===== src/design/mcv_pkg.sv =====
// Shared constants, types and the CRC-32 byte update for the message validator.
`default_nettype none

package mcv_pkg;

    // Field widths of the message words.
    localparam int SIZE_BITS = 24;
    localparam int VER_W     = 8;
    localparam int TYPE_W    = 8;
    localparam int LEN_W     = 24;
    localparam int CRC_W     = 32;
    localparam int BYTE_W    = 8;
    localparam int ERR_W     = 3;
    localparam int CMP_W     = (SIZE_BITS > LEN_W) ? SIZE_BITS : LEN_W;

    // Configuration port.
    localparam int CFG_ADDR_W = 2;
    localparam int CFG_DATA_W = 24;

    localparam logic [CFG_ADDR_W-1:0] REG_EXP_VERSION  = 2'd0;
    localparam logic [CFG_ADDR_W-1:0] REG_MAX_PAYLOAD  = 2'd1;
    localparam logic [CFG_ADDR_W-1:0] REG_UNKNOWN_TYPE = 2'd2;

    localparam logic [VER_W-1:0]  RST_EXP_VERSION  = 8'd1;
    localparam logic [LEN_W-1:0]  RST_MAX_PAYLOAD  = 24'hFFFFFF;
    localparam logic [TYPE_W-1:0] RST_UNKNOWN_TYPE = 8'd0;

    // Reflected CRC-32 constants.
    localparam logic [CRC_W-1:0] CRC_POLY = 32'hEDB88320;
    localparam logic [CRC_W-1:0] CRC_ONES = 32'hFFFFFFFF;

    // Saturation value of the payload byte counter.
    localparam logic [SIZE_BITS-1:0] CNT_MAX = {SIZE_BITS{1'b1}};

    // Verdict codes, first failing check wins.
    typedef enum logic [ERR_W-1:0] {
        ERR_OK       = 3'd0,
        ERR_VERSION  = 3'd1,
        ERR_OVERSIZE = 3'd2,
        ERR_TYPE     = 3'd3,
        ERR_LENGTH   = 3'd4,
        ERR_CRC      = 3'd5
    } t_err;

    typedef struct packed {
        logic [VER_W-1:0]  expected_version;
        logic [LEN_W-1:0]  max_payload_bytes;
        logic [TYPE_W-1:0] unknown_type_code;
    } t_cfg;

    typedef struct packed {
        logic              kind;
        logic [VER_W-1:0]  msg_version;
        logic [TYPE_W-1:0] msg_type;
        logic [LEN_W-1:0]  declared_size;
        logic [CRC_W-1:0]  stored_checksum;
        logic              no_payload;
        logic [BYTE_W-1:0] data_byte;
        logic              last;
    } t_in_word;

    typedef struct packed {
        logic             valid_res;
        logic [ERR_W-1:0] reason_code;
        logic             checksum_ok;
        logic [CRC_W-1:0] computed_crc;
    } t_res;

    // One byte of the reflected CRC-32, a shallow XOR network.
    function automatic logic [CRC_W-1:0] crc_byte(input logic [CRC_W-1:0] crc,
                                                 input logic [BYTE_W-1:0] b);
        logic [CRC_W-1:0] c;
        c = crc ^ {{(CRC_W-BYTE_W){1'b0}}, b};
        for (int i = 0; i < BYTE_W; i++) begin
            c = c[0] ? ((c >> 1) ^ CRC_POLY) : (c >> 1);
        end
        return c;
    endfunction

endpackage

`default_nettype wire


===== src/design/mcv_in_if.sv =====
// Input channel: one header or payload word per handshake.
`default_nettype none

interface mcv_in_if;
    import mcv_pkg::*;

    logic              valid;
    logic              ready;
    logic              kind;
    logic [VER_W-1:0]  msg_version;
    logic [TYPE_W-1:0] msg_type;
    logic [LEN_W-1:0]  declared_size;
    logic [CRC_W-1:0]  stored_checksum;
    logic              no_payload;
    logic [BYTE_W-1:0] data_byte;
    logic              last;

    modport source (
        output valid, kind, msg_version, msg_type, declared_size,
               stored_checksum, no_payload, data_byte, last,
        input  ready
    );

    modport sink (
        input  valid, kind, msg_version, msg_type, declared_size,
               stored_checksum, no_payload, data_byte, last,
        output ready
    );
endinterface

`default_nettype wire


===== src/design/mcv_res_if.sv =====
// Result channel: one verdict word per handshake.
`default_nettype none

interface mcv_res_if;
    import mcv_pkg::*;

    logic             valid;
    logic             ready;
    logic             valid_res;
    logic [ERR_W-1:0] reason_code;
    logic             checksum_ok;
    logic [CRC_W-1:0] computed_crc;

    modport source (
        output valid, valid_res, reason_code, checksum_ok, computed_crc,
        input  ready
    );

    modport sink (
        input  valid, valid_res, reason_code, checksum_ok, computed_crc,
        output ready
    );
endinterface

`default_nettype wire


===== src/design/mcv_cfg_regs.sv =====
// Configuration registers of the message validator.
`default_nettype none

module mcv_cfg_regs (
    input  wire logic                           i_clk,
    input  wire logic                           i_rst_n,
    input  wire logic                           i_cfg_we,
    input  wire logic [mcv_pkg::CFG_ADDR_W-1:0] i_cfg_addr,
    input  wire logic [mcv_pkg::CFG_DATA_W-1:0] i_cfg_wdata,
    output mcv_pkg::t_cfg                       o_cfg
);
    import mcv_pkg::*;

    t_cfg r_cfg;
    t_cfg n_cfg;

    // Decode the write; indexes past the list are ignored.
    always_comb begin
        n_cfg = r_cfg;
        if (i_cfg_we) begin
            case (i_cfg_addr)
                REG_EXP_VERSION:  n_cfg.expected_version  = i_cfg_wdata[VER_W-1:0];
                REG_MAX_PAYLOAD:  n_cfg.max_payload_bytes = i_cfg_wdata[LEN_W-1:0];
                REG_UNKNOWN_TYPE: n_cfg.unknown_type_code = i_cfg_wdata[TYPE_W-1:0];
                default:          n_cfg = r_cfg;
            endcase
        end
    end

    always_ff @(posedge i_clk) begin
        if (!i_rst_n) begin
            r_cfg.expected_version  <= RST_EXP_VERSION;
            r_cfg.max_payload_bytes <= RST_MAX_PAYLOAD;
            r_cfg.unknown_type_code <= RST_UNKNOWN_TYPE;
        end else begin
            r_cfg <= n_cfg;
        end
    end

    assign o_cfg = r_cfg;

endmodule

`default_nettype wire


===== src/design/mcv_check.sv =====
// Input register, message state, CRC update and verdict logic.
`default_nettype none

module mcv_check (
    input  wire logic     i_clk,
    input  wire logic     i_rst_n,
    input  wire mcv_pkg::t_cfg i_cfg,
    input  wire logic     i_in_valid,
    output logic          o_in_ready,
    input  wire mcv_pkg::t_in_word i_word,
    input  wire logic     i_res_free,
    output logic          o_res_load,
    output mcv_pkg::t_res o_res
);
    import mcv_pkg::*;

    // Input register.
    logic     r_in_valid;
    t_in_word r_word;

    // Message state.
    logic [CRC_W-1:0]     r_crc;
    logic [SIZE_BITS-1:0] r_cnt;
    logic [VER_W-1:0]     r_hdr_ver;
    logic [TYPE_W-1:0]    r_hdr_type;
    logic [LEN_W-1:0]     r_hdr_size;
    logic [CRC_W-1:0]     r_hdr_chk;

    logic [CRC_W-1:0]     n_crc;
    logic [SIZE_BITS-1:0] n_cnt;
    logic [VER_W-1:0]     n_hdr_ver;
    logic [TYPE_W-1:0]    n_hdr_type;
    logic [LEN_W-1:0]     n_hdr_size;
    logic [CRC_W-1:0]     n_hdr_chk;

    logic                 emits;
    logic                 advance;
    logic                 empty;
    logic [CRC_W-1:0]     crc_out;
    t_err                 err;

    // Values after this word: a header restarts the message, a byte extends it.
    always_comb begin
        if (!r_word.kind) begin
            n_hdr_ver  = r_word.msg_version;
            n_hdr_type = r_word.msg_type;
            n_hdr_size = r_word.declared_size;
            n_hdr_chk  = r_word.stored_checksum;
            n_crc      = CRC_ONES;
            n_cnt      = '0;
            emits      = r_word.no_payload;
        end else begin
            n_hdr_ver  = r_hdr_ver;
            n_hdr_type = r_hdr_type;
            n_hdr_size = r_hdr_size;
            n_hdr_chk  = r_hdr_chk;
            n_crc      = crc_byte(r_crc, r_word.data_byte);
            n_cnt      = (r_cnt == CNT_MAX) ? r_cnt : r_cnt + 1'b1;
            emits      = r_word.last;
        end
    end

    // Verdict, checked in priority order.
    always_comb begin
        empty   = (n_cnt == '0);
        crc_out = empty ? '0 : (n_crc ^ CRC_ONES);
        if (n_hdr_ver != i_cfg.expected_version) begin
            err = ERR_VERSION;
        end else if (n_hdr_size > i_cfg.max_payload_bytes) begin
            err = ERR_OVERSIZE;
        end else if (n_hdr_type == i_cfg.unknown_type_code) begin
            err = ERR_TYPE;
        end else if (CMP_W'(n_hdr_size) != CMP_W'(n_cnt)) begin
            err = ERR_LENGTH;
        end else if (!empty && (n_hdr_chk != '0) && (crc_out != n_hdr_chk)) begin
            err = ERR_CRC;
        end else begin
            err = ERR_OK;
        end
        o_res.valid_res    = (err == ERR_OK);
        o_res.reason_code  = err;
        o_res.checksum_ok  = empty ? (n_hdr_chk == '0) : (crc_out == n_hdr_chk);
        o_res.computed_crc = crc_out;
    end

    // A word leaves the input register unless its verdict has nowhere to go.
    assign advance    = r_in_valid && (!emits || i_res_free);
    assign o_in_ready = !r_in_valid || advance;
    assign o_res_load = advance && emits;

    always_ff @(posedge i_clk) begin
        if (!i_rst_n) begin
            r_in_valid <= 1'b0;
        end else if (o_in_ready) begin
            r_in_valid <= i_in_valid;
        end
    end

    always_ff @(posedge i_clk) begin
        if (o_in_ready && i_in_valid) begin
            r_word <= i_word;
        end
    end

    // State update; a verdict returns CRC and counter to their start values.
    always_ff @(posedge i_clk) begin
        if (!i_rst_n) begin
            r_crc      <= CRC_ONES;
            r_cnt      <= '0;
            r_hdr_ver  <= '0;
            r_hdr_type <= '0;
            r_hdr_size <= '0;
            r_hdr_chk  <= '0;
        end else if (advance) begin
            r_crc      <= emits ? CRC_ONES : n_crc;
            r_cnt      <= emits ? '0 : n_cnt;
            r_hdr_ver  <= n_hdr_ver;
            r_hdr_type <= n_hdr_type;
            r_hdr_size <= n_hdr_size;
            r_hdr_chk  <= n_hdr_chk;
        end
    end

endmodule

`default_nettype wire


===== src/design/mcv_out_stage.sv =====
// Result register that holds a verdict until the sink takes it.
`default_nettype none

module mcv_out_stage (
    input  wire logic     i_clk,
    input  wire logic     i_rst_n,
    input  wire logic     i_load,
    input  wire mcv_pkg::t_res i_res,
    input  wire logic     i_ready,
    output logic          o_valid,
    output logic          o_free,
    output mcv_pkg::t_res o_res
);
    import mcv_pkg::*;

    logic r_valid;
    t_res r_res;

    // Free when empty or when the held word goes out this cycle.
    assign o_free = !r_valid || i_ready;

    always_ff @(posedge i_clk) begin
        if (!i_rst_n) begin
            r_valid <= 1'b0;
        end else if (o_free) begin
            r_valid <= i_load;
        end
    end

    always_ff @(posedge i_clk) begin
        if (i_load && o_free) begin
            r_res <= i_res;
        end
    end

    assign o_valid = r_valid;
    assign o_res   = r_res;

endmodule

`default_nettype wire


===== src/design/message_crc32_validator.sv =====
// Top level of the streaming message validator with CRC-32 check.
// Each word is captured in the input register, and its verdict is registered in the result register.
// Throughput: one word per cycle; a word that ends a message waits only while the result
// register still holds a verdict that the sink has not taken.
// The CRC-32 byte update and all checks fit between the input and result registers.
// Reset (synchronous, active low) empties both registers, sets the CRC to all ones,
// clears the byte counter and latched header, and restores configuration defaults.
`default_nettype none

module message_crc32_validator (
    input  wire logic                           i_clk,
    input  wire logic                           i_rst_n,
    input  wire logic                           i_cfg_we,
    input  wire logic [mcv_pkg::CFG_ADDR_W-1:0] i_cfg_addr,
    input  wire logic [mcv_pkg::CFG_DATA_W-1:0] i_cfg_wdata,
    mcv_in_if.sink                              i_in,
    mcv_res_if.source                           o_res
);
    import mcv_pkg::*;

    t_cfg     cfg;
    t_in_word in_word;
    t_res     res_next;
    t_res     res_out;
    logic     res_load;
    logic     res_free;
    logic     in_ready;
    logic     out_valid;

    // Gather the input word.
    always_comb begin
        in_word.kind            = i_in.kind;
        in_word.msg_version     = i_in.msg_version;
        in_word.msg_type        = i_in.msg_type;
        in_word.declared_size   = i_in.declared_size;
        in_word.stored_checksum = i_in.stored_checksum;
        in_word.no_payload      = i_in.no_payload;
        in_word.data_byte       = i_in.data_byte;
        in_word.last            = i_in.last;
    end

    assign i_in.ready = in_ready;

    mcv_cfg_regs u_cfg (
        .i_clk       (i_clk),
        .i_rst_n     (i_rst_n),
        .i_cfg_we    (i_cfg_we),
        .i_cfg_addr  (i_cfg_addr),
        .i_cfg_wdata (i_cfg_wdata),
        .o_cfg       (cfg)
    );

    mcv_check u_check (
        .i_clk      (i_clk),
        .i_rst_n    (i_rst_n),
        .i_cfg      (cfg),
        .i_in_valid (i_in.valid),
        .o_in_ready (in_ready),
        .i_word     (in_word),
        .i_res_free (res_free),
        .o_res_load (res_load),
        .o_res      (res_next)
    );

    mcv_out_stage u_out (
        .i_clk   (i_clk),
        .i_rst_n (i_rst_n),
        .i_load  (res_load),
        .i_res   (res_next),
        .i_ready (o_res.ready),
        .o_valid (out_valid),
        .o_free  (res_free),
        .o_res   (res_out)
    );

    // Drive the result channel.
    assign o_res.valid        = out_valid;
    assign o_res.valid_res    = res_out.valid_res;
    assign o_res.reason_code  = res_out.reason_code;
    assign o_res.checksum_ok  = res_out.checksum_ok;
    assign o_res.computed_crc = res_out.computed_crc;

endmodule

`default_nettype wire


===== src/flat_wrapper.sv =====
// flat-port wrapper written by rule: the top's interface ports become plain ports
module message_crc32_validator_flat import mcv_pkg::*;
  (i_clk, i_rst_n, i_cfg_we, i_cfg_addr, i_cfg_wdata, i_in_valid, i_in_kind, i_in_msg_version, i_in_msg_type, i_in_declared_size, i_in_stored_checksum, i_in_no_payload, i_in_data_byte, i_in_last, i_in_ready, o_res_valid, o_res_valid_res, o_res_reason_code, o_res_checksum_ok, o_res_computed_crc, o_res_ready);
  mcv_in_if i_in_i ();
  mcv_res_if o_res_i ();
  input  wire logic i_clk;
  input  wire logic i_rst_n;
  input  wire logic i_cfg_we;
  input  wire logic [mcv_pkg::CFG_ADDR_W-1:0] i_cfg_addr;
  input  wire logic [mcv_pkg::CFG_DATA_W-1:0] i_cfg_wdata;
  input wire logic [$bits(i_in_i.valid)-1:0] i_in_valid;
  input wire logic [$bits(i_in_i.kind)-1:0] i_in_kind;
  input wire logic [$bits(i_in_i.msg_version)-1:0] i_in_msg_version;
  input wire logic [$bits(i_in_i.msg_type)-1:0] i_in_msg_type;
  input wire logic [$bits(i_in_i.declared_size)-1:0] i_in_declared_size;
  input wire logic [$bits(i_in_i.stored_checksum)-1:0] i_in_stored_checksum;
  input wire logic [$bits(i_in_i.no_payload)-1:0] i_in_no_payload;
  input wire logic [$bits(i_in_i.data_byte)-1:0] i_in_data_byte;
  input wire logic [$bits(i_in_i.last)-1:0] i_in_last;
  output wire logic [$bits(i_in_i.ready)-1:0] i_in_ready;
  output wire logic [$bits(o_res_i.valid)-1:0] o_res_valid;
  output wire logic [$bits(o_res_i.valid_res)-1:0] o_res_valid_res;
  output wire logic [$bits(o_res_i.reason_code)-1:0] o_res_reason_code;
  output wire logic [$bits(o_res_i.checksum_ok)-1:0] o_res_checksum_ok;
  output wire logic [$bits(o_res_i.computed_crc)-1:0] o_res_computed_crc;
  input wire logic [$bits(o_res_i.ready)-1:0] o_res_ready;
  assign i_in_i.valid = i_in_valid;
  assign i_in_i.kind = i_in_kind;
  assign i_in_i.msg_version = i_in_msg_version;
  assign i_in_i.msg_type = i_in_msg_type;
  assign i_in_i.declared_size = i_in_declared_size;
  assign i_in_i.stored_checksum = i_in_stored_checksum;
  assign i_in_i.no_payload = i_in_no_payload;
  assign i_in_i.data_byte = i_in_data_byte;
  assign i_in_i.last = i_in_last;
  assign i_in_ready = i_in_i.ready;
  assign o_res_valid = o_res_i.valid;
  assign o_res_valid_res = o_res_i.valid_res;
  assign o_res_reason_code = o_res_i.reason_code;
  assign o_res_checksum_ok = o_res_i.checksum_ok;
  assign o_res_computed_crc = o_res_i.computed_crc;
  assign o_res_i.ready = o_res_ready;
  message_crc32_validator u_core (.i_clk(i_clk), .i_rst_n(i_rst_n), .i_cfg_we(i_cfg_we), .i_cfg_addr(i_cfg_addr), .i_cfg_wdata(i_cfg_wdata), .i_in(i_in_i), .o_res(o_res_i));
endmodule

===== config.mk =====
export PLATFORM = sky130hd
export DESIGN_NAME = message_crc32_validator_flat
export DESIGN_NICKNAME = d
export VERILOG_FILES = /design/src/design/mcv_pkg.sv /design/src/design/mcv_in_if.sv /design/src/design/mcv_res_if.sv /design/src/design/mcv_cfg_regs.sv /design/src/design/mcv_check.sv /design/src/design/mcv_out_stage.sv /design/src/design/message_crc32_validator.sv /design/src/flat_wrapper.sv
export SDC_FILE = /design/constraint.sdc
export NUM_CORES = 1
export LEC_CHECK = 0
export ABC_AREA = 1
export BUFFER_PORTS_ARGS = -buffer_cell sky130_fd_sc_hd__buf_2
export CORE_MARGIN = 2
export CORE_UTILIZATION = 50
export DETAILED_ROUTE_END_ITERATION = 10
export PLACE_DENSITY_LB_ADDON = 0.12
export SLEW_MARGIN = 20
export SYNTH_ARGS = -nofsm -noshare
export SYNTH_HDL_FRONTEND = slang
export SYNTH_SLANG_ARGS = --single-unit

===== constraint.sdc =====
create_clock -name i_clk -period 4.3 [get_ports i_clk]
set_clock_uncertainty 0.1 [all_clocks]
set_input_delay 0.645 -clock i_clk [delete_from_list [all_inputs] [get_ports i_clk]]
set_output_delay 0.645 -clock i_clk [all_outputs]
set_load 0.01 [all_outputs]

==> Implementation_results.wiki <==
{| class="wikitable"
! Metric !! Value
|-
| CORE AREA || 0.0280 mm2
|-
| Share of final-layout standard cells stronger than drive strength 1 || 15.2%
|-
| Clock tree from TritonCTS || done
|-
| Proportion of register bits with asynchronous set or reset after synthesis || 0%
|-
| Reg2reg path depth || 27
|-
| Sequential fraction of the synthesis area || 48.9%
|-
| Clk sink count || 290
|-
| Mean cell area of the mapped netlist || 8.09 um2
|-
| Fin Hold WS || 0.159 ns
|-
| Minimum period implied by the final worst setup slack || 3.76 ns
|-
| Post-layout net count || 2040
|-
| Final design instance area without fill || 0.0165 mm2
|-
| I/O pin count || 153
|-
| Clock slew at the register clock pins of the worst setup and hold paths || 0.07 ns
|-
| # diodes || 0
|-
| Maximum Capacitance Violations || 0
|-
| Via count || 12225
|-
| Required time of the worst setup path || 4.48 ns
|-
| DR vias/cell || 5.31
|-
| Fin crit share || 87.5%
|-
| Synth Flop Type || sky130_fd_sc_hd__dfxtp_1
|-
| Pin count of the biggest net entering global routing || 163
|-
| Depth of the CTS H-tree || 1
|-
| Data arrival time of the worst path || 3.95 ns
|-
| Netlist cell types || 47
|-
| Number of synthesized register bits || 290
|-
| RD Place Congestion || 0.959
|-
| Num rows || 61
|-
| Crit. End Element || flip-flop
|-
| Most common cell after layout, fill and taps aside || sky130_fd_sc_hd__nand2_1
|-
| Clock root buffer || sky130_fd_sc_hd__clkbuf_16
|-
| Accumulated negative setup slack || 0 ns
|-
| First-pass GRT wire length || 62400 um
|-
| Class of the worst hold path || input pin to flip-flop
|-
| Vias in the first global route || 11467
|-
| IO Port Bufs || 152
|-
| Violation count after the first detailed-routing iteration || 975
|-
| Leakage power figure || 7.37 nW
|-
| Post-Place Cell Area || 0.0155 mm2
|-
| Post-synthesis to final-layout area growth || 14.9%
|-
| CTS max path bufs || 3
|-
| Count of unresolved DRC violations after routing || 0
|-
| Core Util, Final || 58.8%
|-
| Endpoint of the most critical register-to-register path || u_core.u_out.o_res[33]
|-
| Cell depth of the worst min-delay path || 1
|-
| Startpoint-to-endpoint class of the critical path || flip-flop to flip-flop
|-
| Setup slack on the worst flop-to-flop path || 0.54 ns
|-
| Number of filler cells placed in the layout || 2546
|-
| Mapped cell area || 0.0143 mm2
|-
| Areal power density over the cells || 407 mW/mm2
|-
| First-pass iteration count of the detailed router || 5
|-
| Num CTS Buffers || 31
|-
| Total die area || 0.0300 mm2
|-
| Most used cells in the layout excluding fill and tap cells || sky130_fd_sc_hd__nand2_1, sky130_fd_sc_hd__inv_1, sky130_fd_sc_hd__o21ai_0
|-
| Yosys warns || 0
|-
| Hold Buf Count CTS || 0
|-
| Clock latency reported for the late side of the worst-skew pair || 0.56 ns
|-
| End of the worst hold path || u_core.u_check.r_word[55]
|-
| Worst slew margin relative to its limit || 29.9%
|-
| Pin slew with the least headroom to its limit || 1.04 ns
|-
| Effective utilization at floorplan || 51.2%
|-
| Peak VDD IR || 318 uV
|-
| Final Slew Violations || 0
|-
| Nets in the synthesized netlist || 1911
|-
| Number of instances in the synthesized netlist || 1772
|-
| HPWL after detailed placement || 28400 um
|-
| Highest attainable clock frequency || 266 MHz
|-
| Final wirelength || 39700 um
|-
| CP startpoint kind || flip-flop
|-
| Overall fraction of global-route tracks in use || 26.0%
|-
| Source of the worst hold timing path || i_in_declared_size[13]
|-
| Final setup viols || 0
|-
| Critical-path maximum fanout || 25
|-
| Final routed wire length divided by cell count || 17.2 um
|-
| Antenna viol nets, final || 0
|-
| Die W || 173 um
|-
| Floorplan die height || 173 um
|-
| Outcome || complete, no violations
|-
| Final Hold Viols || 0
|-
| Number of enable-type register cells in the synthesized netlist || 120
|-
| Setup repair after global routing missed its margin || no
|-
| Reg-to-Reg Start || u_core.u_check.r_cnt[1]
|-
| Global route overflow || 0
|-
| Antenna violations before repair || 0
|-
| Overall power after layout || 0.00669 W
|}
==> stage by stage <==
| step | setup WS (ns) | cells |
|---|---|---|
| floorplan | 1.09 | 1772 |
| global placement | 0.571 | 2246 |
| detailed placement | 0.448 | 2246 |
| CTS | 0.424 | 2303 |
| global route | 0.130 | 2303 |
| finish | 0.538 | 2303 |
==> flip-flops by register name (all words and copies together), names as in the netlist <==
register	count
u_core.u_check.r_cnt	24
u_core.u_check.r_hdr_size	24
u_core.u_out.o_valid	1
u_core.u_check.r_word	83
u_core.u_check.r_crc	32
u_core.u_out.o_res	37
u_core.u_check.r_hdr_chk	32
u_core.u_check.r_hdr_ver	8
u_core.u_check.r_in_valid	1
u_core.u_cfg.o_cfg	40
u_core.u_check.r_hdr_type	8
==> metal layers <==
| metal | vias to the layer above | GRT usage, % | wire, um |
|---|---|---|---|
| met5 | - | 0 | 0 |
| met4 | 0 | 9.25 | 1520 |
| met2 | 390 | 44.7 | 18900 |
| met1 | 5613 | 33.8 | 17200 |
| met3 | 80 | 3.29 | 2120 |
| li1 | 6142 | - | - |
==> synthesized netlist by cell type (2+ instances only) <==
cell	n	area (um2)
sky130_fd_sc_hd__o21ai_0	182	911
sky130_fd_sc_hd__mux2i_1	17	170
sky130_fd_sc_hd__nand2_1	397	1490
sky130_fd_sc_hd__xor2_1	48	420
sky130_fd_sc_hd__nor3b_1	3	22.5
sky130_fd_sc_hd__dfxtp_1	170	3400
sky130_fd_sc_hd__nand2_2	6	37.5
sky130_fd_sc_hd__buf_2	15	75.1
sky130_fd_sc_hd__inv_1	200	751
sky130_fd_sc_hd__nor3_1	7	35.0
sky130_fd_sc_hd__buf_6	2	22.5
sky130_fd_sc_hd__nand3_1	89	445
sky130_fd_sc_hd__o32ai_1	5	43.8
sky130_fd_sc_hd__nor2_4	2	22.5
sky130_fd_sc_hd__clkbuf_1	61	229
sky130_fd_sc_hd__inv_2	6	22.5
sky130_fd_sc_hd__xnor2_1	27	236
sky130_fd_sc_hd__nor2_2	9	56.3
sky130_fd_sc_hd__a21oi_1	133	666
sky130_fd_sc_hd__edfxtp_1	120	3600
sky130_fd_sc_hd__o21ai_2	2	17.5
sky130_fd_sc_hd__nor2_1	115	432
sky130_fd_sc_hd__ha_1	25	313
sky130_fd_sc_hd__a31oi_1	5	31.3
sky130_fd_sc_hd__buf_1	2	7.51
sky130_fd_sc_hd__nand2_4	2	22.5
sky130_fd_sc_hd__nand3_2	2	20.0
sky130_fd_sc_hd__o22ai_1	5	31.3
sky130_fd_sc_hd__o211ai_1	25	188
sky130_fd_sc_hd__or2_2	32	200
sky130_fd_sc_hd__nor4_1	12	75.1
sky130_fd_sc_hd__nand4_1	19	119
sky130_fd_sc_hd__nand3b_1	2	15.0
sky130_fd_sc_hd__o21ai_1	3	15.0
sky130_fd_sc_hd__a211oi_1	10	75.1
==> where the power goes <==
group,switching [W],total (W),internal [W]
clock,0.00108,0.00259,0.00151
combinational,0.000687,0.00102,0.000337
sequential,0.0000585,0.00308,0.00302
==> cell families after synthesis <==
family                     after synthesis  synth area share (%)
and+or+nand+nor                        699                  21.0
buffers and inverters                  289                  7.91
adders and majority gates               25                  2.18
AOI/OAI and AO/OA                      376                  14.2
muxes                                   17                  1.19
DFF                                    290                  48.9
xor gates and xnor gates                76                  4.70
==> layout make-up <==
cell class / count / area [um2] / share of cell area, %
sequential: 290 / 7010 / 42.6
multi-input combinational: 1193 / 6210 / 37.7
timing repair buffer: 178 / 1010 / 6.11
clock buffer: 46 / 903 / 5.49
inverter: 207 / 778 / 4.73
tap: 378 / 473 / 2.87
clock inverter: 11 / 83.8 / 0.509
==> critical path, stage by stage (launching register included) <==
cell                      delay [ns]
sky130_fd_sc_hd__dfxtp_1        0.40
sky130_fd_sc_hd__ha_1           0.31
sky130_fd_sc_hd__inv_2          0.07
sky130_fd_sc_hd__nor2_2         0.17
sky130_fd_sc_hd__nand2_2        0.13
sky130_fd_sc_hd__nor2_4         0.18
sky130_fd_sc_hd__nand2_4        0.20
sky130_fd_sc_hd__nand2_1        0.11
sky130_fd_sc_hd__nand2_1        0.07
sky130_fd_sc_hd__nand2_1        0.10
sky130_fd_sc_hd__nand2_1        0.06
sky130_fd_sc_hd__nor2_1         0.09
sky130_fd_sc_hd__nand2_1        0.07
sky130_fd_sc_hd__nor2_2         0.12
sky130_fd_sc_hd__nand2_4        0.15
sky130_fd_sc_hd__buf_12         0.20
sky130_fd_sc_hd__nand2_1        0.09
sky130_fd_sc_hd__nand2_1        0.06
sky130_fd_sc_hd__nand2_1        0.07
sky130_fd_sc_hd__nand3_1        0.06
sky130_fd_sc_hd__nor2_1         0.12
sky130_fd_sc_hd__nand2_1        0.06
sky130_fd_sc_hd__nor2_1         0.10
sky130_fd_sc_hd__nand2_1        0.14
sky130_fd_sc_hd__nand3_1        0.10
sky130_fd_sc_hd__nand2_1        0.05
sky130_fd_sc_hd__nand2_1        0.06
sky130_fd_sc_hd__nand2_1        0.05
==> worst max-delay path by stage <==
| stage | startpoint | to | slack [ns] | depth (start not counted) |
|---|---|---|---|---|
| floorplan | u_core.u_check.r_word[82] | u_core.u_check.r_word[0] | 1.09 | 7 |
| global placement | u_core.u_check.r_cnt[1] | u_core.u_out.o_res[33] | 0.57 | 27 |
| detailed placement | u_core.u_check.r_cnt[1] | u_core.u_out.o_res[33] | 0.45 | 27 |
| CTS | u_core.u_check.r_cnt[1] | u_core.u_out.o_res[33] | 0.42 | 27 |
| global route | u_core.u_check.r_cnt[1] | u_core.u_out.o_res[33] | 0.13 | 27 |
| finish | u_core.u_check.r_cnt[1] | u_core.u_out.o_res[33] | 0.54 | 27 |
==> repair_timing <==
action | in CTS | in global routing
endpoints found under the setup margin | 0 | 1
gates resized for setup | 0 | 1
buffers inserted | 0 | 0
Note: power is estimated with default switching activity, not from simulation.
